**src/sv/cone_visibility_test_top_defines.svh**
```systemverilog
// Assertion macros for the cone visibility test.
// Used by cone_visibility_test_top; expects clk and arst_n in scope.
`ifndef CONE_VISIBILITY_TEST_TOP_DEFINES_SVH
`define CONE_VISIBILITY_TEST_TOP_DEFINES_SVH

// Same-cycle implication, disabled while in reset
`define CVT_ASSERT_SAME(label, ante, cons, msg) \
	label: assert property (@(posedge clk) disable iff (!arst_n) (ante) |-> (cons)) \
		else $error(msg);

// Next-cycle implication, disabled while in reset
`define CVT_ASSERT_NEXT(label, ante, cons, msg) \
	label: assert property (@(posedge clk) disable iff (!arst_n) (ante) |=> (cons)) \
		else $error(msg);

`endif

```
**src/sv/cvt_pkg.sv**
```systemverilog
// Shared constants, types and helper functions for the cone visibility test.
// No dependencies.
`default_nettype none

package cvt_pkg;

	// Default sizing
	localparam int COORD_BITS_DEF    = 24;
	localparam int CORDIC_STAGES_DEF = 16;
	localparam int STAGE_LIMIT       = 24;

	// Field and register widths
	localparam int HALF_ANGLE_W = 16;
	localparam int RANGE_W      = 23;
	localparam int R2_W         = 2 * RANGE_W;
	localparam int CFG_DATA_W   = 23;
	localparam int CFG_INDEX_W  = 1;
	localparam int ANGLE_W      = 17;

	// Angle accumulator: degrees with 16 fraction bits
	localparam int Z_W        = 27;
	localparam int ROUND_BITS = 8;
	localparam int ANGLE_MAX  = 46080;

	localparam logic signed [Z_W-1:0] Z_HALF_TURN  = 27'sd11796480;
	localparam logic signed [Z_W-1:0] Z_ROUND_BIAS = 27'sd128;

	localparam logic [HALF_ANGLE_W-1:0] HALF_ANGLE_RESET = 16'd11520;
	localparam logic [RANGE_W-1:0]      RANGE_RESET      = '0;

	// atan(2^-i) in degrees, scaled by 65536 and rounded
	localparam logic signed [Z_W-1:0] ATAN_DEG16 [STAGE_LIMIT] = '{
		27'sd2949120, 27'sd1740967, 27'sd919879, 27'sd466945,
		27'sd234379,  27'sd117288,  27'sd58666,  27'sd29335,
		27'sd14668,   27'sd7334,    27'sd3667,   27'sd1833,
		27'sd917,     27'sd458,     27'sd229,    27'sd115,
		27'sd57,      27'sd29,      27'sd14,     27'sd7,
		27'sd4,       27'sd2,       27'sd1,      27'sd0
	};

	// Register map
	typedef enum logic [CFG_INDEX_W-1:0] {
		CFG_HALF_ANGLE  = 1'b0,
		CFG_RANGE_LIMIT = 1'b1
	} cfg_index_t;

	// Per-item side information carried along the pipeline
	typedef struct packed {
		logic pass;   // sight and range checks passed
		logic zero;   // one of the vectors is (0,0)
	} cvt_meta_t;

	// Right shift applied to the products so they fit the datapath
	function automatic int pre_shift(input int cb);
		return (2 * cb > 58) ? (2 * cb - 58) : 0;
	endfunction

	// Width of the CORDIC x/y datapath: shifted product plus sum, negate and gain
	function automatic int cordic_width(input int cb);
		return 2 * cb - pre_shift(cb) + 3;
	endfunction

endpackage

`default_nettype wire

```
**src/sv/cvt_cordic_cell.sv**
```systemverilog
// One vectoring CORDIC cell: a fixed micro-rotation and its register.
// Depends on cvt_pkg; chained by the top level.
`default_nettype none

module cvt_cordic_cell #(
	parameter int W     = cvt_pkg::cordic_width(cvt_pkg::COORD_BITS_DEF),
	parameter int STAGE = 0
) (
	input  wire logic                              clk,
	input  wire logic                              arst_n,
	input  wire logic                              up_valid,
	output logic                                   up_ready,
	input  wire logic signed [W-1:0]               up_x,
	input  wire logic signed [W-1:0]               up_y,
	input  wire logic signed [cvt_pkg::Z_W-1:0]    up_z,
	input  wire cvt_pkg::cvt_meta_t                up_meta,
	output logic                                   dn_valid,
	input  wire logic                              dn_ready,
	output logic signed [W-1:0]                    dn_x,
	output logic signed [W-1:0]                    dn_y,
	output logic signed [cvt_pkg::Z_W-1:0]         dn_z,
	output cvt_pkg::cvt_meta_t                     dn_meta
);

	logic                           en;
	logic                           valid_q;
	logic signed [W-1:0]            x_q, y_q;
	logic signed [cvt_pkg::Z_W-1:0] z_q;
	cvt_pkg::cvt_meta_t             meta_q;

	// Rotate toward y = 0; sign of y picks the direction
	logic                pos;
	logic signed [W-1:0] y_sh, x_sh;

	assign pos  = !up_y[W-1];
	assign y_sh = up_y >>> STAGE;
	assign x_sh = up_x >>> STAGE;

	assign en       = !valid_q || dn_ready;
	assign up_ready = en;

	always_ff @(posedge clk or negedge arst_n) begin
		if (!arst_n) begin
			valid_q <= 1'b0;
		end else if (en) begin
			valid_q <= up_valid;
		end
	end

	always_ff @(posedge clk) begin
		if (en) begin
			x_q    <= pos ? (up_x + y_sh) : (up_x - y_sh);
			y_q    <= pos ? (up_y - x_sh) : (up_y + x_sh);
			z_q    <= pos ? (up_z + cvt_pkg::ATAN_DEG16[STAGE])
			              : (up_z - cvt_pkg::ATAN_DEG16[STAGE]);
			meta_q <= up_meta;
		end
	end

	assign dn_valid = valid_q;
	assign dn_x     = x_q;
	assign dn_y     = y_q;
	assign dn_z     = z_q;
	assign dn_meta  = meta_q;

endmodule

`default_nettype wire

```
**config.mk**
```make
export PLATFORM = sky130hd
export DESIGN_NAME = cvt_cordic_cell
export DESIGN_NICKNAME = d
export VERILOG_FILES = /design/src/sv/cone_visibility_test_top_defines.svh /design/src/sv/cvt_pkg.sv /design/src/sv/cvt_cordic_cell.sv
export SDC_FILE = /design/constraint.sdc
export NUM_CORES = 1
export LEC_CHECK = 0
export BUFFER_PORTS_ARGS = -buffer_cell sky130_fd_sc_hd__buf_2
export CORE_ASPECT_RATIO = 1.1
export CORE_UTILIZATION = 57
export CTS_CLUSTER_SIZE = 24
export DETAILED_ROUTE_END_ITERATION = 10
export MAX_ROUTING_LAYER = met4
export PLACE_DENSITY_LB_ADDON = 0.15
export SLEW_MARGIN = 20
export SYNTH_ARGS = -nofsm -noshare
export SYNTH_HDL_FRONTEND = slang
export SYNTH_SLANG_ARGS = --single-unit
```
**constraint.sdc**
```tcl
create_clock -name clk -period 6.2 [get_ports clk]
set_clock_uncertainty 0.15 [all_clocks]
set_input_delay 1.24 -clock clk [delete_from_list [all_inputs] [get_ports clk]]
set_output_delay 1.24 -clock clk [all_outputs]
set_load 0.03 [all_outputs]
```
==> qor.csv <==
stage,metric,value,unit
die,fp.dieW,148.9,µm
sta,fin_crit_sh,77.78,%
critical_path,path_cells,buf_2 -> inv_1 -> ha_1 -> a21oi_1 -> nor2_1 -> a211oi_1 -> a2111o_1 -> a21oi_2 -> nor3_1 -> o21ai_0 -> a211oi_1 -> a21oi_1 -> xnor2_1,
power,irDropWorstVdd,0.1805,mV
critical_path,r2r_slack,4030,ps
die,start_util,58.59,%
route,via_per_inst,6.329,
critical_path,cp.arrival,4860,ps
cts,clock_latency,440,ps
synthesis,yosysSeqAreaShare,29.06,%
sta,report.final.slew_viol_count,0,
run,cap_violations,0,
layout,diodes,0,
global_routing,antenna_found_initial,0,
layout,syn_to_final_growth,15.34,%
critical_path,worst-endpoint-required,6240,ps
critical_path,slowest_delay,850,ps
cts,clk_pin_slew,80,ps
synthesis,async_flop_share,0.7634,%
global_routing,grt_overflow_total,0,
placed_design,dp_hpwl,36.67,mm
placed_design,port_buffers,267,
cts,cts_tree,built,
critical_path,crit_start,up_x[5],
global_routing,grtUsageTotal,39.38,%
critical_path,cp_slowest_cell,nor3_1,
critical_path,end_kind,flip-flop,
layout,fin_util,67.58,%
synthesis,yosysUniqueCellTypes,79,
route,detail_route.wl_per_cell,21.66,µm
cts,clk_path_buf_depth,2,
power,leakagePower,0.007011,µW
synthesis,synth_edf_count,130,
layout,fin_cells,2164,
synthesis,synth_cells,1628,
critical_path,r2r_end,dn_x[3]$_DFFE_PP_,
synthesis,netlist_area,0.01352,mm²
route,ant_nets,0,
cts,root_buffer,clkbuf_16,
sta,layout_min_cycle_time,4822,ps
global_routing,grt_first_pass_wirelength,71.46,mm
critical_path,worst-r2r-cell-count,2,
layout,drive_gt1_share,18.03,%
critical_path,crit_path_start_kind,input pin,
sta,setup_viol,0,
cts,ctsHoldBuffers,0,
route,routed_wl,46.87,mm
cts,post_cts_resized,0,
die,core_area,0.02308,mm²
die,num_io_pins,268,
sta,max_slew.worst_pin.slew,1028,ps
layout,num-nets-final,2149,
cts,htree_levels,4,
placed_design,gp_congestion,1.137,
global_routing,grt_max_degree,88,
route,vias,13700,
sta,fmax,0.2074,GHz
sta,rsz0062_at_grt,false,
power,fin_total_pwr,3937,µW
global_routing,first_global_vias,13170,
critical_path,critical_path.max_fanout,10,
hold_path,hold_class,input pin to asynchronous set/reset pin,
route,drtIter0Drc,1487,
cts,cts_setup_buffers,0,
sta,finalHoldViolCount,0,
synthesis,avgSynthCellArea,8.306,µm²
route,drt_pass1_iterations,6,
layout,nFillCells,1940,
route,drc,0,
critical_path,crit_type,input pin to flip-flop,
synthesis,yosys_warnings,0,
cts,cts_sinks,131,
synthesis,syn_nets,1926,
sta,relSlewSlack,30.95,%
synthesis,synth_ff_type,edfxtp_1,
power,powerDensity,252.4,mW/mm²
die,die-height,163.5,µm
synthesis,synth_seq_cells,131,
cts,cts_buffers,17,
critical_path,r2r-start,dn_valid$_DFFE_PN0P_,
sta,tns,0,ps
placed_design,place_inst,2132,
outcome,status,finished clean,
die,die_area,0.02434,mm²
die,fp-row-count,58,
[per-stage QoR]
stage	hold slack, ps	area [µm²]	worst slack, ps
final	401.3	15600	1378
after global routing	403.1	15600	1124
after global placement	839.3	14990	1100
after CTS	395.8	15600	1563
after detailed placement	860.9	14990	1103
after floorplan	794.4	13520	205.3
[critical path: cells and delay by family]
kind	cells	cell delay, ps
AO/OA/AOI/OAI	7	1950
AND/OR/NAND/NOR	2	920
adder cells (fa/ha/maj)	1	420
XOR/XNOR	1	180
buffers and inverters	2	140
[worst max-delay path by stage]
stage                               endpoint  slack (ps)  cells past startpoint
after CTS                 dn_x[46]$_DFFE_PP_        1560                     13
after global placement    dn_x[46]$_DFFE_PP_        1100                     13
after floorplan                     up_ready         210                      1
after detailed placement  dn_x[46]$_DFFE_PP_        1100                     13
after global routing      dn_x[46]$_DFFE_PP_        1120                     13
final                     dn_x[46]$_DFFE_PP_        1380                     13
[cell usage after synthesis, types with 8 or more instances]
library cell | instances | area (µm²)
edfxtp_1 | 130 | 3904
mux2i_1 | 21 | 210.2
xnor2_1 | 99 | 867.1
nor2_1 | 145 | 544.3
a21oi_1 | 218 | 1091
o211ai_1 | 16 | 120.1
buf_1 | 11 | 41.29
nor4_1 | 13 | 81.33
buf_2 | 20 | 100.1
inv_1 | 162 | 608.1
a21boi_0 | 14 | 105.1
nor2b_1 | 19 | 118.9
o31ai_1 | 22 | 165.2
nand2b_1 | 11 | 68.82
clkbuf_1 | 36 | 135.1
a21o_1 | 34 | 255.2
nor3_1 | 24 | 120.1
o21bai_1 | 47 | 352.8
ha_1 | 159 | 1989
o21ai_0 | 109 | 545.5
and2_1 | 8 | 50.05
nand4_1 | 24 | 150.1
nand3_1 | 19 | 95.09
a211oi_1 | 18 | 135.1
nand2_1 | 94 | 352.8
[power breakdown]
group | switching [µW] | internal (µW) | leakage, µW
combinational | 1120 | 505 | 0.00540
clock | 532 | 548 | 0.000293
sequential | 52.4 | 1180 | 0.00132
[flip-flops by register name, indices dropped and copies added (netlist names)]
name / flops
dn_x: 51
dn_y: 50
dn_meta: 2
dn_z: 27
dn_valid: 1
[cells in the final DEF (no fill, tap or decap), types with 22 or more instances in the layout]
cell type | netlist | final
buf_2 | 20 | 266
nand4_1 | 24 | 24
edfxtp_1 | 130 | 130
nor3_1 | 24 | 24
xnor2_1 | 99 | 99
nor2_1 | 145 | 145
ha_1 | 159 | 159
o21ai_0 | 109 | 109
inv_1 | 162 | 162
a21oi_1 | 218 | 218
nand2_1 | 94 | 94
a21o_1 | 34 | 34
o31ai_1 | 22 | 22
o21bai_1 | 47 | 47
[cells by family (layout without fill, tap and decap cells)]
| logic type | count (synthesis) | count (layout) | synth area share [%] |
|---|---|---|---|
| adder cells (fa/ha/maj) | 163 | 163 | 15.30 |
| AO/OA/AOI/OAI | 571 | 571 | 26.52 |
| buffers and inverters | 241 | 477 | 7.042 |
| flip-flops | 131 | 131 | 29.06 |
| multiplexers | 21 | 21 | 1.555 |
| XOR/XNOR | 106 | 106 | 6.866 |
| AND/OR/NAND/NOR | 395 | 395 | 13.66 |
[layer usage]
metal | GRT usage, % | wire [µm] | vias up
met1 | 45.53 | 17860 | 6354
met3 | 6.034 | 4024 | 188
met5 | - | 0 | -
met4 | 20.87 | 2567 | 0
li1 | - | - | 6280
met2 | 65.78 | 22410 | 874
[layout make-up]
| class | instances | area [µm²] | share of cell area (%) |
|---|---|---|---|
| multi-input cells | 1256 | 8648 | 55.45 |
| flip-flops and latches | 131 | 3929 | 25.19 |
| repair buffers | 276 | 1406 | 9.017 |
| inverters | 169 | 634.4 | 4.067 |
| clock buffers | 17 | 425.4 | 2.728 |
| well taps | 300 | 375.4 | 2.407 |
| clock inverters | 15 | 177.7 | 1.139 |
(Power assumes the default switching activity.)
