[src/sv/cone_visibility_test_top_defines.svh]
// Assertion macros for the cone visibility test.
// Used by cone_visibility_test_top; expects clk and arst_n in scope.
`ifndef CONE_VISIBILITY_TEST_TOP_DEFINES_SVH
`define CONE_VISIBILITY_TEST_TOP_DEFINES_SVH

// Same-cycle implication, disabled while in reset
`define CVT_ASSERT_SAME(label, ante, cons, msg) \
	label: assert property (@(posedge clk) disable iff (!arst_n) (ante) |-> (cons)) \
		else $error(msg);

// Next-cycle implication, disabled while in reset
`define CVT_ASSERT_NEXT(label, ante, cons, msg) \
	label: assert property (@(posedge clk) disable iff (!arst_n) (ante) |=> (cons)) \
		else $error(msg);

`endif

[src/sv/cvt_pkg.sv]
// Shared constants, types and helper functions for the cone visibility test.
// No dependencies.
`default_nettype none

package cvt_pkg;

	// Default sizing
	localparam int COORD_BITS_DEF    = 24;
	localparam int CORDIC_STAGES_DEF = 16;
	localparam int STAGE_LIMIT       = 24;

	// Field and register widths
	localparam int HALF_ANGLE_W = 16;
	localparam int RANGE_W      = 23;
	localparam int R2_W         = 2 * RANGE_W;
	localparam int CFG_DATA_W   = 23;
	localparam int CFG_INDEX_W  = 1;
	localparam int ANGLE_W      = 17;

	// Angle accumulator: degrees with 16 fraction bits
	localparam int Z_W        = 27;
	localparam int ROUND_BITS = 8;
	localparam int ANGLE_MAX  = 46080;

	localparam logic signed [Z_W-1:0] Z_HALF_TURN  = 27'sd11796480;
	localparam logic signed [Z_W-1:0] Z_ROUND_BIAS = 27'sd128;

	localparam logic [HALF_ANGLE_W-1:0] HALF_ANGLE_RESET = 16'd11520;
	localparam logic [RANGE_W-1:0]      RANGE_RESET      = '0;

	// atan(2^-i) in degrees, scaled by 65536 and rounded
	localparam logic signed [Z_W-1:0] ATAN_DEG16 [STAGE_LIMIT] = '{
		27'sd2949120, 27'sd1740967, 27'sd919879, 27'sd466945,
		27'sd234379,  27'sd117288,  27'sd58666,  27'sd29335,
		27'sd14668,   27'sd7334,    27'sd3667,   27'sd1833,
		27'sd917,     27'sd458,     27'sd229,    27'sd115,
		27'sd57,      27'sd29,      27'sd14,     27'sd7,
		27'sd4,       27'sd2,       27'sd1,      27'sd0
	};

	// Register map
	typedef enum logic [CFG_INDEX_W-1:0] {
		CFG_HALF_ANGLE  = 1'b0,
		CFG_RANGE_LIMIT = 1'b1
	} cfg_index_t;

	// Per-item side information carried along the pipeline
	typedef struct packed {
		logic pass;   // sight and range checks passed
		logic zero;   // one of the vectors is (0,0)
	} cvt_meta_t;

	// Right shift applied to the products so they fit the datapath
	function automatic int pre_shift(input int cb);
		return (2 * cb > 58) ? (2 * cb - 58) : 0;
	endfunction

	// Width of the CORDIC x/y datapath: shifted product plus sum, negate and gain
	function automatic int cordic_width(input int cb);
		return 2 * cb - pre_shift(cb) + 3;
	endfunction

endpackage

`default_nettype wire

[src/sv/cvt_if.sv]
// Valid/ready channel interfaces for the cone visibility test.
// Depends on cvt_pkg.
`default_nettype none


// Result channel: one beat per item
interface cvt_out_if ();
	logic                               valid;
	logic                               ready;
	logic                               visible;
	logic signed [cvt_pkg::ANGLE_W-1:0] signed_angle;

	modport source (
		output valid, visible, signed_angle,
		input  ready
	);
	modport sink (
		input  valid, visible, signed_angle,
		output ready
	);
endinterface

`default_nettype wire

[src/sv/cvt_back.sv]
// Back end: round and clamp the angle, cone check, result register.
// Depends on cvt_pkg and cvt_if; fed by the last CORDIC cell.
`default_nettype none

module cvt_back (
	input  wire logic                               clk,
	input  wire logic                               arst_n,
	input  wire logic                               up_valid,
	output logic                                    up_ready,
	input  wire logic signed [cvt_pkg::Z_W-1:0]     up_z,
	input  wire cvt_pkg::cvt_meta_t                 up_meta,
	input  wire logic [cvt_pkg::HALF_ANGLE_W-1:0]   half_angle,
	cvt_out_if.source                               out_ch
);

	localparam int RW = cvt_pkg::Z_W - cvt_pkg::ROUND_BITS;
	localparam int AW = cvt_pkg::ANGLE_W;

	localparam logic signed [RW-1:0] R_MAX = RW'(cvt_pkg::ANGLE_MAX);
	localparam logic signed [AW-1:0] A_MAX = AW'(cvt_pkg::ANGLE_MAX);

	// Round to Q8.8, clamp, force zero for a null vector
	logic signed [cvt_pkg::Z_W-1:0] z_bias, z_sh;
	logic signed [RW-1:0]           rounded;
	logic signed [AW-1:0]           angle;
	logic [AW-1:0]                  mag;
	logic                           in_cone;

	assign z_bias  = up_z + cvt_pkg::Z_ROUND_BIAS;
	assign z_sh    = z_bias >>> cvt_pkg::ROUND_BITS;
	assign rounded = z_sh[RW-1:0];

	always_comb begin
		if (up_meta.zero) begin
			angle = '0;
		end else if (rounded > R_MAX) begin
			angle = A_MAX;
		end else if (rounded < -R_MAX) begin
			angle = -A_MAX;
		end else begin
			angle = rounded[AW-1:0];
		end
	end

	assign mag     = angle[AW-1] ? AW'(-angle) : AW'(angle);
	assign in_cone = mag <= AW'(half_angle);

	// Result register
	logic                 en;
	logic                 valid_q;
	logic                 visible_q;
	logic signed [AW-1:0] angle_q;

	assign en       = !valid_q || out_ch.ready;
	assign up_ready = en;

	always_ff @(posedge clk or negedge arst_n) begin
		if (!arst_n) begin
			valid_q <= 1'b0;
		end else if (en) begin
			valid_q <= up_valid;
		end
	end

	always_ff @(posedge clk) begin
		if (en) begin
			visible_q <= up_meta.pass && in_cone;
			angle_q   <= angle;
		end
	end

	assign out_ch.valid        = valid_q;
	assign out_ch.visible      = visible_q;
	assign out_ch.signed_angle = angle_q;

endmodule

`default_nettype wire

[src/flat_wrapper.sv]
// flat-port wrapper written by rule: the top's interface ports become plain ports
module cvt_back_flat 
  (clk, arst_n, up_valid, up_ready, up_z, up_meta, half_angle, out_ch_valid, out_ch_visible, out_ch_signed_angle, out_ch_ready);
  cvt_out_if out_ch_i ();
  input  wire logic clk;
  input  wire logic arst_n;
  input  wire logic up_valid;
  output logic up_ready;
  input  wire logic signed [cvt_pkg::Z_W-1:0] up_z;
  input  wire cvt_pkg::cvt_meta_t up_meta;
  input  wire logic [cvt_pkg::HALF_ANGLE_W-1:0] half_angle;
  output wire logic [$bits(out_ch_i.valid)-1:0] out_ch_valid;
  output wire logic [$bits(out_ch_i.visible)-1:0] out_ch_visible;
  output wire logic [$bits(out_ch_i.signed_angle)-1:0] out_ch_signed_angle;
  input wire logic [$bits(out_ch_i.ready)-1:0] out_ch_ready;
  assign out_ch_valid = out_ch_i.valid;
  assign out_ch_visible = out_ch_i.visible;
  assign out_ch_signed_angle = out_ch_i.signed_angle;
  assign out_ch_i.ready = out_ch_ready;
  cvt_back u_core (.clk(clk), .arst_n(arst_n), .up_valid(up_valid), .up_ready(up_ready), .up_z(up_z), .up_meta(up_meta), .half_angle(half_angle), .out_ch(out_ch_i));
endmodule
[config.mk]
export PLATFORM = sky130hd
export DESIGN_NAME = cvt_back_flat
export DESIGN_NICKNAME = d
export VERILOG_FILES = /design/src/sv/cone_visibility_test_top_defines.svh /design/src/sv/cvt_pkg.sv /design/src/sv/cvt_if.sv /design/src/sv/cvt_back.sv /design/src/flat_wrapper.sv
export SDC_FILE = /design/constraint.sdc
export NUM_CORES = 1
export LEC_CHECK = 0
export ABC_AREA = 1
export BUFFER_PORTS_ARGS = -buffer_cell sky130_fd_sc_hd__buf_2
export CAP_MARGIN = 5
export CORE_UTILIZATION = 49
export CTS_BUF_LIST = sky130_fd_sc_hd__clkbuf_8
export CTS_CLUSTER_DIAMETER = 40
export DETAILED_ROUTE_END_ITERATION = 6
export GPL_TIMING_DRIVEN = 0
export HOLD_SLACK_MARGIN = 0.15
export PLACE_DENSITY = 0.78
export RECOVER_POWER = 25
export SETUP_SLACK_MARGIN = 0.1
export SLEW_MARGIN = 20
export SYNTH_ARGS = -nofsm -noshare
export SYNTH_HDL_FRONTEND = slang
export SYNTH_SLANG_ARGS = --single-unit
[constraint.sdc]
create_clock -name clk -period 1.15 [get_ports clk]
set_input_delay 0 -clock clk [delete_from_list [all_inputs] [get_ports clk]]
set_output_delay 0 -clock clk [all_outputs]
set_load 0.005 [all_outputs]
==> summary.txt <==
PLACEMENT
-------------------------------------------------------------------------------------------------
Number of port buffers                                                                         61
Number of placed instances, taps included                                                     480
Half-perimeter wire length of the detailed placement result                               4.78 mm
Placer's final routability congestion estimate                                              0.895
Minimum setup slack after placement                                                      -2.88 ns

STA
-------------------------------------------------------------------------------------------------
Final Setup Violations                                                                         18
Maximum clock skew at final layout                                                     0.00202 ns
Number of hold-slack violations in the final timing report                                      0
Part of the cycle the worst path needs                                                       3.18
Worst Setup Slack, final                                                                 -2.51 ns
Final worst hold slack                                                                   0.151 ns
Actual slew at the worst max-slew pin                                                    0.330 ns
Crit path time final                                                                      3.66 ns
Maximum clock frequency                                                                   273 MHz
Count of final max-slew check failures                                                          0
RSZ-0062 raised after global routing                                                         true
Normalized max-slew margin                                                                  0.778

DETAILED ROUTING
-------------------------------------------------------------------------------------------------
# DRC                                                                                           7
Number of antenna-violating nets in the routed design                                           0
Detail-routed via count per cell                                                             5.43
DR iter-0 viols                                                                               188
Routed length per placed instance                                                         13.5 um
Drt pass-1 iters                                                                                7
Wire length after detailed routing                                                        7.02 mm
Vias after detailed routing                                                                 2,819

SETUP PATH
-------------------------------------------------------------------------------------------------
Critical Path Start                                                                       up_z[8]
Required time at the endpoint of the critical path                                        1.15 ns
Timing endpoint of the critical path                                                 u_core.out_ch.visible
Critical path start-end classification                                                  in -> reg
Crit Reg-Reg Startpoint                                                              u_core.out_ch.valid
Reg-to-reg endpoint                                                                  u_core.out_ch.signed_angle[9]
Critical Path Source Type                                                              input port
Depth of the worst register-to-register path                                                    1
Setup slack of the worst register-to-register path                                        0.20 ns
Data arrival time of the critical path                                                    3.66 ns
Maximum fanout along the worst path                                                             6
CP endpoint kind                                                                         register

PWR
-------------------------------------------------------------------------------------------------
Power per unit of standard cell area                                                  697 nW/um^2
Design Power                                                                              2450 uW
Leak                                                                                   0.00187 uW
Worst voltage drop across the vdd grid                                                   0.416 mV

GRT
-------------------------------------------------------------------------------------------------
Pin count of the biggest net entering global routing                                           11
Global-route wire length before repair                                                    10.4 mm
Total Routing Usage GR                                                                      0.258
Number of global-route vias before repair                                                   2,379
Total overflow reported by the global router                                                    0
Initial antenna violation count                                                                 0

CELLS AND AREA
-------------------------------------------------------------------------------------------------
Fill cells                                                                                    285
Layout area overhead                                                                        50.2%
Most common cell after layout, fill and taps aside                                        nand2_1
Fin cells                                                                                     519
Share of post-route cells with drive strength above 1                                       0.392
Number of diodes                                                                                0
Layout Nets                                                                                   535
Post-Route Utilization                                                                      0.785
Highest-count cells in the layout ignoring fill and taps                             nand2_1 (88), buf_2 (57), inv_1 (56), nor2_1 (29), buf_4 (22)

FLOORPLANNING
-------------------------------------------------------------------------------------------------
Starting Density                                                                            0.522
Top-level I/O count                                                                            69
Chip Height                                                                               71.1 um
Placement row count                                                                            24
Die Span X                                                                                71.1 um
Core area                                                                               4470 um^2
Die area                                                                                5050 um^2

SYNTHESIS
-------------------------------------------------------------------------------------------------
Number of distinct library cell variants in the gate-level netlist after synthesis             34
Yosys Warn Count                                                                                0
Area of the mapped netlist                                                              2340 um^2
Mapped Nets                                                                                   434
Number of standard cells after synthesis                                                      367
Average instance area after synthesis                                                   6.37 um^2
FF+latch count, synth                                                                          19
Fraction of the yosys area taken by sequential cells                                        0.242

CTS
-------------------------------------------------------------------------------------------------
CTS Sinks                                                                                      19
Number of CTS-inserted buffers                                                                  3
Root buffer cell                                                                         clkbuf_8
Latest clock arrival within the worst-skew pair                                           0.25 ns
Clock transition at the registers of the reported paths                                   0.06 ns
Number of H-tree levels                                                                         1
CTS tree                                                                                      yes
Hold buffer count at CTS                                                                        4
Largest buffer count on any clock path                                                          2

JOB
-------------------------------------------------------------------------------------------------
Number of maximum-capacitance constraint violations                                             0

MIN PATH
-------------------------------------------------------------------------------------------------
Tightest Hold Check Type                                                                in -> reg

STATUS
-------------------------------------------------------------------------------------------------
Violations in the final reports                                                      DRC, setup timing
Run status                                                                           finished, violations left

-- cells by family after synthesis --
group | Yosys count | share of synthesized area
compound gates | 31 | 0.0766
xor+xnor | 15 | 0.0562
flops | 19 | 0.242
buf+inv | 69 | 0.115
simple gates | 215 | 0.414
fa+ha+maj | 18 | 0.0964
-- state kept, by name, indices dropped and copies added (netlist names) --
signal / flops
u_core.out_ch.visible: 1
u_core.out_ch.signed_angle: 17
u_core.out_ch.valid: 1
-- worst max-delay path: stages --
cell and delay, ns:
buf_8 0.08, ha_4 0.17, nand2_4 0.06, nor2_4 0.20, nand2_4 0.11, nor2_4 0.12, nand3_1 0.08, nand2_2 0.10
nand3_1 0.08, nor2_1 0.16, nand3_2 0.10, nand3_4 0.16, nand2_1 0.21, nor2_4 0.21, nor2_4 0.08, a21oi_2 0.13
xor2_1 0.08, ha_1 0.29, nand2_1 0.09, nor2_2 0.13, or3b_4 0.38, nand3_2 0.07, a21oi_2 0.04, o221ai_1 0.15
a31oi_1 0.11, o21bai_1 0.14, a21boi_1 0.11
-- worst min-delay path by stage --
stage,slack (ns),startpoint,cells past startpoint,end
3_3_place_gp,-0.23,arst_n,1,u_core.out_ch.valid
5_1_grt,0.14,up_meta[0],2,u_core.out_ch.signed_angle[15]
2_1_floorplan,-0.30,arst_n,0,u_core.out_ch.valid
4_1_cts,0.12,up_meta[0],2,u_core.out_ch.signed_angle[15]
3_5_place_dp,-0.22,arst_n,1,u_core.out_ch.valid
6_report,0.15,up_meta[0],2,u_core.out_ch.signed_angle[15]
-- synth_stat cells (all sizes together) --
library cell,number,share of area
a21oi,15,0.034
xnor2,5,0.019
dfrtp,1,0.011
buf,2,0.0070
ha,18,0.096
nand3b,2,0.0064
o221ai,1,0.0037
or4,1,0.0032
nand2,109,0.18
inv,66,0.11
clkbuf,1,0.0016
o21ai,8,0.017
or3b,1,0.0037
o21bai,3,0.0096
a21boi,1,0.0032
nor3,3,0.0086
o31ai,1,0.0032
xor2,10,0.037
nor2,49,0.086
edfxtp,18,0.23
a31oi,1,0.0027
nand3,34,0.079
nand4,16,0.046
a21o,1,0.0032
-- stage by stage --
step	cell area, um^2	TNS, ns
after global placement	2830	-15.42
after floorplan	2460	-8.59
after detailed placement	2830	-16.07
final	3510	-12.94
after global routing	3510	-14.98
after CTS	3240	-10.86
-- layer usage --
metal	share of wire	global-route usage	wire length, um	vias to the layer above
met1	0.42	0.352	2970	1270
li1	-	-	-	1391
met4	0.026	0.0733	180	0
met5	0	0	0	-
met3	0.066	0.0185	464	22
met2	0.49	0.441	3410	136
-- layout make-up --
| type | instances | area, um^2 | share of cell area |
|---|---|---|---|
| buffer | 3 | 31.3 | 0.00891 |
| clock buffer | 3 | 41.3 | 0.0118 |
| timing repair buffer | 95 | 624 | 0.178 |
| multi-input combinational | 280 | 1930 | 0.550 |
| tap | 52 | 65.1 | 0.0185 |
| clock inverter | 1 | 3.75 | 0.00107 |
| inverter | 66 | 250 | 0.0713 |
| sequential | 19 | 566 | 0.161 |
-- where the power goes --
part / switching, uW / total (uW) / internal [uW] / leakage [uW]
Sequential: 15.0 / 840 / 825 / 0.000203
Combinational: 680 / 1170 / 491 / 0.00164
Clock: 199 / 436 / 237 / 0.0000269
Total: 894 / 2450 / 1550 / 0.00187
-- repair_timing --
item,in CTS,in global routing
hold endpoints to repair,4,1
buffers inserted,13,17
cloned,1,0
pin swaps,39,20
endpoints found under the setup margin,37,18
gates resized for setup,51,40
No activity file was read; power rests on OpenSTA's default activity.
